### src/rtl/lmsb_pkg.sv
// ----------------------------------------------------------------------------
// lmsb_pkg
// Shared constants for the red/green LED matrix scan and bar display driver.
// ----------------------------------------------------------------------------
package lmsb_pkg;

   // default panel geometry
   localparam int DEF_PANEL_COLUMNS = 96;
   localparam int DEF_PANEL_LINES   = 64;
   localparam int DEF_SCAN_GROUPS   = 16;

   // operation codes carried in req_tuser
   localparam logic [1:0] OP_PIXEL = 2'd0;
   localparam logic [1:0] OP_BAR   = 2'd1;
   localparam logic [1:0] OP_SWAP  = 2'd2;
   localparam logic [1:0] OP_SCAN  = 2'd3;

   // bar column: green rows from here to the bottom, red rows from the top to here
   localparam int BAR_GREEN_FIRST = 8;
   localparam int BAR_RED_LAST    = 23;

   localparam logic [7:0] DARK_BYTE = 8'hFF;

   localparam int LEVEL_W    = 8;
   localparam int REQ_DATA_W = 24;
   localparam int RSP_DATA_W = 24;

endpackage

### src/rtl/lmsb_addr_unit.sv
// ----------------------------------------------------------------------------
// lmsb_addr_unit
// Shared byte address generator and bar threshold compare.
// ----------------------------------------------------------------------------
module lmsb_addr_unit
   import lmsb_pkg::*;
#(
   parameter int PANEL_COLUMNS = DEF_PANEL_COLUMNS,
   parameter int PANEL_LINES   = DEF_PANEL_LINES,
   parameter int ADDR_W        = 12,
   parameter int LINE_W        = 6,
   parameter int BYTE_W        = 4
) (
   input  logic               bank_sel,
   input  logic               colour,
   input  logic [LINE_W-1:0]  line,
   input  logic [BYTE_W-1:0]  byte_idx,
   input  logic [LEVEL_W-1:0] level,
   output logic [ADDR_W-1:0]  addr,
   output logic               lit
);

   localparam int LINE_BYTES  = PANEL_COLUMNS / 8;
   localparam int PLANE_BYTES = PANEL_LINES * LINE_BYTES;
   localparam int THR_W       = LINE_W + 2;
   localparam int CMP_W       = (THR_W > LEVEL_W) ? THR_W : LEVEL_W;

   logic [1:0]       plane_idx;
   logic [THR_W-1:0] thr;

   assign plane_idx = {bank_sel, colour};
   assign addr      = ADDR_W'(int'(plane_idx) * PLANE_BYTES
                              + int'(line) * LINE_BYTES + int'(byte_idx));

   // threshold is 4 * (bottom line - line); bottom line is always lit
   assign thr = {LINE_W'(PANEL_LINES - 1) - line, 2'b00};
   assign lit = (line == LINE_W'(PANEL_LINES - 1)) || (CMP_W'(level) > CMP_W'(thr));

endmodule

### config.mk
export PLATFORM = sky130hd
export DESIGN_NAME = lmsb_addr_unit
export DESIGN_NICKNAME = d
export VERILOG_FILES = /design/src/rtl/lmsb_pkg.sv /design/src/rtl/lmsb_addr_unit.sv
export SDC_FILE = /design/constraint.sdc
export NUM_CORES = 1
export LEC_CHECK = 0
export BUFFER_PORTS_ARGS = -buffer_cell sky130_fd_sc_hd__buf_4
export CAP_MARGIN = 20
export CORE_MARGIN = 2
export CORE_UTILIZATION = 50
export DETAILED_ROUTE_END_ITERATION = 10
export MAX_ROUTING_LAYER = met4
export PLACE_DENSITY = 0.82
export SLEW_MARGIN = 20
export SYNTH_ARGS = -nofsm -noshare
export SYNTH_HDL_FRONTEND = slang
export SYNTH_SLANG_ARGS = --single-unit
### constraint.sdc
create_clock -name vclk -period 3.67
set_clock_uncertainty 0.2 [all_clocks]
set_input_delay 0.367 -clock vclk [all_inputs]
set_output_delay 0.367 -clock vclk [all_outputs]
set_load 0.005 [all_outputs]
After elaboration in Yosys (flattened, before gate mapping)
Cells that the tools add are included.

storage, ports and cells
  bits of input ports = 20
  register bits = 0

operators by class
  reduce and logical (&&, ||, !) cells = 1
  $lt $le $gt $ge = 1
  multiply operators = 2
  eq/ne operators = 1
  $add $sub $neg = 3

operators with widths
  kind                                                                 number
  12-bit by 10-bit adder with 12-bit output                            1
  12-bit by 4-bit adder with 12-bit output                             1
  8-bit > comparator                                                   1
  6-bit by 2-bit multiplier with 8-bit output (second input constant)  1
  6-bit == test (second input constant)                                1
  6-bit subtractor (first input constant)                              1
  2-bit by 2-bit multiplier with 4-bit output (second input constant)  1
  1-bit logical OR                                                     1

Depth between registers and ports, before layout
Gate-level depths: netlist (run 1).

  depth after elaboration = 3
  mapped depth = 11
  gate-level depth less buffers = 11

Least setup slack after synthesis (run 1)
Ideal clock, no wire load.

  path type = input -> output
  start point = in line[0]
  end point = out addr[10]
  stages = 10
  path buffers = 0
  arrival = 2.276 ns
  required time = 3.103 ns
  path slack = 0.827 ns
  cells stage by stage = ha_1 inv_1 fa_1 nand2b_1 a21oi_1 a21o_1 ha_1 nand3b_1 or4_1 o311ai_1

on the way
  longest elaborated chain between the ends = 3

RTL lines
  what                                         RTL line              source
  from (decl)                                  lmsb_addr_unit.sv:16  input logic [LINE_W-1:0] line,
  6-bit by 2-bit multiplier with 8-bit output  lmsb_addr_unit.sv:33  + int'(line) * LINE_BYTES + int'(byte_idx));
  12-bit by 10-bit adder with 12-bit output    lmsb_addr_unit.sv:33
  12-bit by 4-bit adder with 12-bit output     lmsb_addr_unit.sv:33
  to (decl)                                    lmsb_addr_unit.sv:19  output logic [ADDR_W-1:0] addr,

Every way passes these cells.

Worst setup path after layout (run 1)
  start point = in line[1]
  end point = out addr[10]

The elaborated chain is that of the path after synthesis.

==> results of run 1 <==
-- per-layer routing --
layer | track usage (%) | vias up | wire length, um
li1 | - | 361 | -
met2 | 33.98 | 12 | 709
met4 | 2.500 | 0 | 0
met3 | 0.5435 | 0 | 53
met5 | - | - | 0
met1 | 22.83 | 306 | 634
-- cell families (layout without fill, tap and decap cells) --
group	Yosys count	in the layout	share of synthesized area, %
XOR/XNOR	10	10	12.89
AO/OA/AOI/OAI	16	16	16.21
AND/OR/NAND/NOR	26	26	20.63
multiplexers	2	2	2.947
adder cells (fa/ha/maj)	20	20	39.04
buffers and inverters	13	40	8.287
-- final cells by class --
class | instances | area [um^2]
fill | 116 | 384.1
inverter | 11 | 41.29
multi-input combinational | 74 | 623.1
tap | 15 | 18.77
timing repair buffer | 29 | 217.7
-- how the worst max path moves through the flow --
stage          startpoint        to  slack, ns  cells past startpoint
2_1_floorplan     line[0]  addr[10]       0.83                     10
3_3_place_gp      line[2]  addr[10]       0.48                     12
3_5_place_dp      line[2]  addr[10]       0.40                     12
4_1_cts           line[2]  addr[10]       0.39                     12
5_1_grt           line[2]  addr[11]       0.15                     13
6_report          line[1]  addr[10]       0.41                     12
-- placed cells by master (no fill, tap or decap), types with 2 or more instances in the layout --
master	count
nor3_1	2
nand2_1	6
buf_4	29
a21o_1	4
mux2i_1	2
xor2_1	4
nand2b_1	3
a21oi_1	6
xnor2_1	6
nor2_1	4
ha_1	18
nand3_1	5
inv_1	11
fa_1	2
nand3b_1	2
-- power by group --
group          leakage (nW)  internal (mW)  total, mW  switching [mW]
sequential                0              0          0               0
combinational         0.485         0.0964      0.175          0.0783
clock                     0              0          0               0
total                 0.485         0.0964      0.175          0.0783
-- cells in the mapped netlist --
| master | count | area share [%] |
|---|---|---|
| nand3b_1 | 2 | 2.2 |
| a41oi_1 | 1 | 1.3 |
| o21bai_1 | 1 | 1.1 |
| o21ai_0 | 1 | 0.74 |
| mux2i_1 | 2 | 2.9 |
| and3_4 | 1 | 1.7 |
| a32o_1 | 1 | 1.5 |
| nand2b_1 | 3 | 2.8 |
| ha_1 | 18 | 33 |
| xnor2_1 | 6 | 7.7 |
| nor3_1 | 2 | 1.5 |
| or4_1 | 1 | 1.1 |
| fa_1 | 2 | 5.9 |
| inv_1 | 11 | 6.1 |
| nor4_1 | 1 | 0.92 |
| o311ai_1 | 1 | 1.3 |
| or2_4 | 1 | 1.3 |
| xor2_1 | 4 | 5.2 |
| buf_4 | 2 | 2.2 |
| nand3_1 | 5 | 3.7 |
| o311a_1 | 1 | 1.5 |
| nand2_1 | 6 | 3.3 |
| a21oi_1 | 6 | 4.4 |
| a21o_1 | 4 | 4.4 |
| nor2_1 | 4 | 2.2 |
==> results.md, run 1 <==
* All-Layer GR Usage at 18.60%
* Detailed-route via count at 679
* FMAX at 0.3069 GHz
* Slew HR at 70.79%
* WP data required at 3.10 ns
* CP Class: primary input to output port
* Largest net degree at the start of global routing at 8
* ANT cells at 0
* CP top delay family: adder cells
* Mapped Area at 679.4 um^2
* Pre-Repair DR Iteration Count at 4
* Yosys cell types at 25
* Vias per inst at 5.264
* Share of layout cells above drive strength 1 at 27.19%
* MaxCap Viol Count at 0
* Layout area overhead at 32.60%
* Power Dens Cells at 193.9 nW/um^2
* Placed Cells at 129
* # nets final at 156
* Post-CTS Setup Inserts at 0
* Initial antenna violation count at 0
* Vias in the first global route at 554
* CP Capture Type: output port
* Crit-path max FO at 6
* Overflow after GRT at 0
* Starting density of the core at 52.87%
* Post-route ant nets at 0
* Syn_nets at 127
* Initial drt markers at 13
* Area after DPL at 900.9 um^2
* Leak pwr at 0.4851 nW
* Overall power at 0.1747 mW
* Arr. time, crit path at 2.69 ns
* Hold WS at 0.5340 ns
* GPL Wtd Cong at 0.7828
* HP Class: primary input to output port
* Fin cells at 129
* Crit path launch type: primary input
* Actual slew at the worst max-slew pin at 0.4348 ns
* Cts repair resizes at 0
* Hold path depth at 0
* Die height at 40.86 um
* Yosys Warn Count at 0
* RSZ-0062 raised after global routing: false
* Hold buffers post-CTS at 0
* Worst Hold End: addr[0]
* Register area share after synthesis at 0%
* TNS Setup at 0 ns
* Crit path buffers/inverters at 3
* Core Region at 1285 um^2
* Routed wire length per instance at 10.83 um
* CP cell instances: buf_4 -> ha_1 -> inv_1 -> fa_1 -> nand2b_1 -> a21oi_1 -> a21o_1 -> ha_1 -> nand3b_1 -> or4_1 -> o311ai_1 -> buf_4
* Post-route design area at 900.9 um^2
* FF+latch area at 0 um^2
* Mapped Cells at 87
* Min-delay src: byte_idx[0]
* Final hold violation count at 0
* Part of the cycle the worst path needs at 88.77%
* Syn avg cell area at 7.809 um^2
* Clock buffer cells at 0
* # DRC at 0
* Die ar. at 1670 um^2
* Post-DP HPWL at 1271 um
* Setup WS pre-CTS at 0.3985 ns
* Core Util, Final at 70.11%
* Setup Viol. Count Final at 0
* Worst vdd ir at 85.46 uV
* Final WL at 1397 um
* Global-route wire length before repair at 2152 um
* Buffers on Ports at 29
* Status: finished clean
* Seq Cell Count at 0
* Slowest-stage cell, CP: or4_1
* Worst setup margin at 0.4120 ns
* Min cycle time layout at 3.258 ns
* DIE WIDTH at 40.86 um
* Row cnt at 13
* Final-report max-slew violation count at 0
* # IOs at 33
* Slowest stage delay, CP at 0.40 ns
(Power assumes the default switching activity.)
==> run 2, diff against run 1 <==
==> config.mk (replaced) <==
export PLATFORM = sky130hd
export DESIGN_NAME = lmsb_addr_unit
export DESIGN_NICKNAME = d
export VERILOG_FILES = /design/src/rtl/lmsb_pkg.sv /design/src/rtl/lmsb_addr_unit.sv
export SDC_FILE = /design/constraint.sdc
export NUM_CORES = 1
export LEC_CHECK = 0
export BUFFER_PORTS_ARGS = -buffer_cell sky130_fd_sc_hd__buf_2
export CAP_MARGIN = 20
export CORE_UTILIZATION = 50
export DETAILED_ROUTE_END_ITERATION = 10
export MAX_ROUTING_LAYER = met4
export PLACE_DENSITY = 0.82
export SYNTH_ARGS = -nofsm -noshare
export SYNTH_HDL_FRONTEND = slang
export SYNTH_SLANG_ARGS = --single-unit
==> results.md, run 2 (same netlist as run 1, synthesis figures left out) <==
* Status: finished clean
* Largest net degree at the start of global routing at 8
* Overflow after GRT at 0
* Initial drt markers at 10
* Power Dens Cells at 187.6 nW/um^2
* Initial antenna violation count at 0
* # DRC at 0
* CP Capture Type: output port
* # IOs at 33
* Post-DP HPWL at 1301 um
* Global-route wire length before repair at 2449 um
* Crit path launch type: primary input
* Detailed-route via count at 694
* CP Class: primary input to output port
* Row cnt at 12
* Final hold violation count at 0
* Setup Viol. Count Final at 0
* Setup WS pre-CTS at 0.3431 ns
* Slew HR at 70.03%
* Actual slew at the worst max-slew pin at 0.4462 ns
* Worst setup margin at 0.3227 ns
* Crit path buffers/inverters at 2
* TNS Setup at 0 ns
* Core Region at 1186 um^2
* Post-route design area at 827.0 um^2
* Commonest non-fill, non-tap cell in the layout: buf_2
* Share of layout cells above drive strength 1 at 27.19%
* Crit-path max FO at 5
* Layout area overhead at 21.73%
* Starting density of the core at 57.28%
* DIE WIDTH at 38.86 um
* All-Layer GR Usage at 22.45%
* Core Util, Final at 69.73%
* Final WL at 1453 um
* Slowest stage delay, CP at 0.41 ns
* Cts repair resizes at 0
* Clock buffer cells at 0
* Hold path depth at 0
* Die height at 38.86 um
* CP top delay family: adder cells
* Leak pwr at 0.4605 nW
* Final-report max-slew violation count at 0
* FMAX at 0.2987 GHz
* Routed wire length per instance at 11.35 um
* RSZ-0062 raised after global routing: false
* Min cycle time layout at 3.347 ns
* Worst vdd ir at 93.32 uV
* HP Class: primary input to output port
* Vias in the first global route at 645
* GPL Wtd Cong at 0.7773
* Seq Cell Count at 0
* ANT cells at 0
* FF+latch area at 0 um^2
* MaxCap Viol Count at 0
* # nets final at 156
* Post-CTS Setup Inserts at 0
* Min-delay src: byte_idx[0]
* Pre-Repair DR Iteration Count at 4
* Multi-input logic area at 623.1 um^2
* Fill cell count at 109
* Die ar. at 1510 um^2
* Arr. time, crit path at 2.78 ns
* Post-route ant nets at 0
* Hold WS at 0.5340 ns
* CP cell instances: buf_2 -> ha_1 -> nand3_1 -> a21oi_1 -> nor2_1 -> o21bai_1 -> xor2_1 -> ha_1 -> nand3b_1 -> or4_1 -> o311ai_1 -> buf_2
* Vias per inst at 5.422
* Worst Hold End: addr[0]
* Buffers on Ports at 29
* Hold buffers post-CTS at 0
* Area after DPL at 827.0 um^2
* WP data required at 3.10 ns
* Slowest-stage cell, CP: or4_1
* Crit path launch: line[2]
* Part of the cycle the worst path needs at 91.21%
* Commonest non-fill, non-tap cells in the layout: buf_2, ha_1, inv_1
## run 2: routing by layer
metal	GRT usage, %	share of wire (%)
met1	23.73	44
met2	46.25	53
met3	0.5780	3.2
met4	2.586	0
met5	-	0
## run 2: layout make-up
cell class                 instances  share of cell area (%)
multi-input combinational         74                   75.34
tap                               14                   2.118
inverter                          11                   4.992
timing repair buffer              29                   17.55
## run 2: how the worst max path moves through the flow
stage,endpoint,slack (ns),depth (start not counted)
3_3_place_gp,addr[10],0.48,12
6_report,addr[10],0.32,12
2_1_floorplan,addr[10],0.83,10
4_1_cts,addr[10],0.34,12
5_1_grt,addr[10],0.09,12
3_5_place_dp,addr[10],0.34,12
## run 2: metrics by stage
step / power (mW) / instances
2_1_floorplan: 0.1030 / 87
3_3_place_gp: 0.1487 / 128
3_5_place_dp: 0.1551 / 128
5_1_grt: 0.1761 / 128
6_report: 0.1552 / 128
4_1_cts: 0.1557 / 128
## run 2: power breakdown
part	switching, mW	internal [mW]
registers	0	0
logic	0.0780	0.0772
clock network	0	0
==> run 3, diff against run 2 <==
--- a/config.mk
+++ b/config.mk
@@ -7,10 +7,11 @@
 export LEC_CHECK = 0
 export BUFFER_PORTS_ARGS = -buffer_cell sky130_fd_sc_hd__buf_2
 export CAP_MARGIN = 20
-export CORE_UTILIZATION = 50
+export CORE_ASPECT_RATIO = 0.75
+export CORE_UTILIZATION = 25
 export DETAILED_ROUTE_END_ITERATION = 10
 export MAX_ROUTING_LAYER = met4
-export PLACE_DENSITY = 0.82
+export PLACE_DENSITY = 0.45
 export SYNTH_ARGS = -nofsm -noshare
 export SYNTH_HDL_FRONTEND = slang
 export SYNTH_SLANG_ARGS = --single-unit
==> results.md, run 3 (same netlist as run 1, synthesis figures left out) <==
* Status: finished clean
* Slowest-stage cell, CP: or4_1
* CP Capture Type: output port
* Leak pwr at 0.4605 nW
* Cts repair resizes at 0
* Commonest non-fill, non-tap cell in the layout: buf_2
* Seq Cell Count at 0
* FF+latch area at 0 um^2
* Slowest stage delay, CP at 0.40 ns
* Min-delay src: byte_idx[0]
* Actual slew at the worst max-slew pin at 0.4178 ns
* Core Region at 2440 um^2
* Clock buffer cells at 0
* Detailed-route via count at 663
* End point of the critical path: addr[10]
* Met3 routed WL at 55 um
* HP Class: primary input to output port
* TNS Setup at 0 ns
* Initial drt markers at 7
* Overall power at 0.1539 mW
* Hold WS at 0.5340 ns
* Crit-path max FO at 6
* Crit path launch: line[1]
* Worst vdd ir at 33.55 uV
* Min cycle time layout at 3.295 ns
* Slew HR at 71.93%
* Largest net degree at the start of global routing at 8
* Pre-Repair DR Iteration Count at 6
* All-Layer GR Usage at 11.10%
* Post-CTS Setup Inserts at 0
* Overflow after GRT at 0
* # nets final at 156
* Vias in the first global route at 618
* Max layer used: met3
* WP data required at 3.10 ns
* Post-DP HPWL at 1300 um
* Routed wire length per instance at 9.811 um
* Fill cell count at 274
* ANT cells at 0
* Final hold violation count at 0
* Final WL at 1452 um
* CP Class: primary input to output port
* Vias per inst at 4.480
* Post-route ant nets at 0
* Met2 wire length at 584 um
* Fin cells at 148
* Hold buffers post-CTS at 0
* # IOs at 33
* DIE WIDTH at 62.20 um
* Initial antenna violation count at 0
* Power Dens Cells at 180.7 nW/um^2
* Placed Cells at 148
* CP cell instances: buf_2 -> ha_1 -> inv_1 -> fa_1 -> nand2b_1 -> a21oi_1 -> a21o_1 -> ha_1 -> nand3b_1 -> or4_1 -> o311ai_1 -> buf_2
* Arr. time, crit path at 2.73 ns
* Layout area overhead at 25.41%
* Met1 wire length at 813 um
* Global-route wire length before repair at 2635 um
* Setup Viol. Count Final at 0
* # DRC at 0
* Buffers on Ports at 29
* Crit path launch type: primary input
* Die height at 47.15 um
* MaxCap Viol Count at 0
* Die ar. at 2932 um^2
* Share of layout cells above drive strength 1 at 27.19%
* Part of the cycle the worst path needs at 89.78%
* GPL Wtd Cong at 0.7631
* FMAX at 0.3035 GHz
* Starting density of the core at 27.85%
* Final-report max-slew violation count at 0
* Commonest non-fill, non-tap cells in the layout: buf_2, ha_1, inv_1
* RSZ-0062 raised after global routing: false
* Row cnt at 15
## run 3: cell counts in the layout (fill, tap and decap cells not counted)
Identical to the previous run, type by type.
## run 3: where the power goes
group / switching (mW) / total [mW] / internal [mW]
Sequential: 0 / 0 / 0
Clock: 0 / 0 / 0
Combinational: 0.0772 / 0.154 / 0.0767
## run 3: how the worst min path moves through the flow
stage	end	slack, ns	cells past startpoint
3_5_place_dp	addr[1]	0.53	0
3_3_place_gp	addr[1]	0.53	0
2_1_floorplan	addr[0]	0.61	1
6_report	addr[0]	0.53	0
5_1_grt	addr[0]	0.53	0
4_1_cts	addr[1]	0.53	0
## run 3: through the flow
step / worst slack, ns / utilization, % / cell area, um^2
6_report: 0.3750 / 34.92 / 852.1
5_1_grt: 0.1406 / 34.92 / 852.1
4_1_cts: 0.3732 / 34.92 / 852.1
3_5_place_dp: 0.3914 / 34.92 / 852.1
3_3_place_gp: 0.4205 / 34.92 / 852.1
2_1_floorplan: 0.8266 / - / 679.4
## run 3: routing by layer
layer	track usage, %	up-vias
li1	-	360
met1	15.55	290
met2	18.90	13
met3	0.7282	0
met4	0	0
met5	-	-
## run 3: critical path, delay by kind of cell
family | cells | cell delay, ns
simple gates | 3 | 0.65
fa+ha+maj | 3 | 0.82
compound gates | 3 | 0.55
buf+inv | 3 | 0.34
## run 3: layout make-up
type	instances	area, um^2	share of cell area (%)
multi-input cells	74	623.1	73.13
inverters	11	41.29	4.846
repair buffers	29	145.1	17.03
well taps	34	42.54	4.993
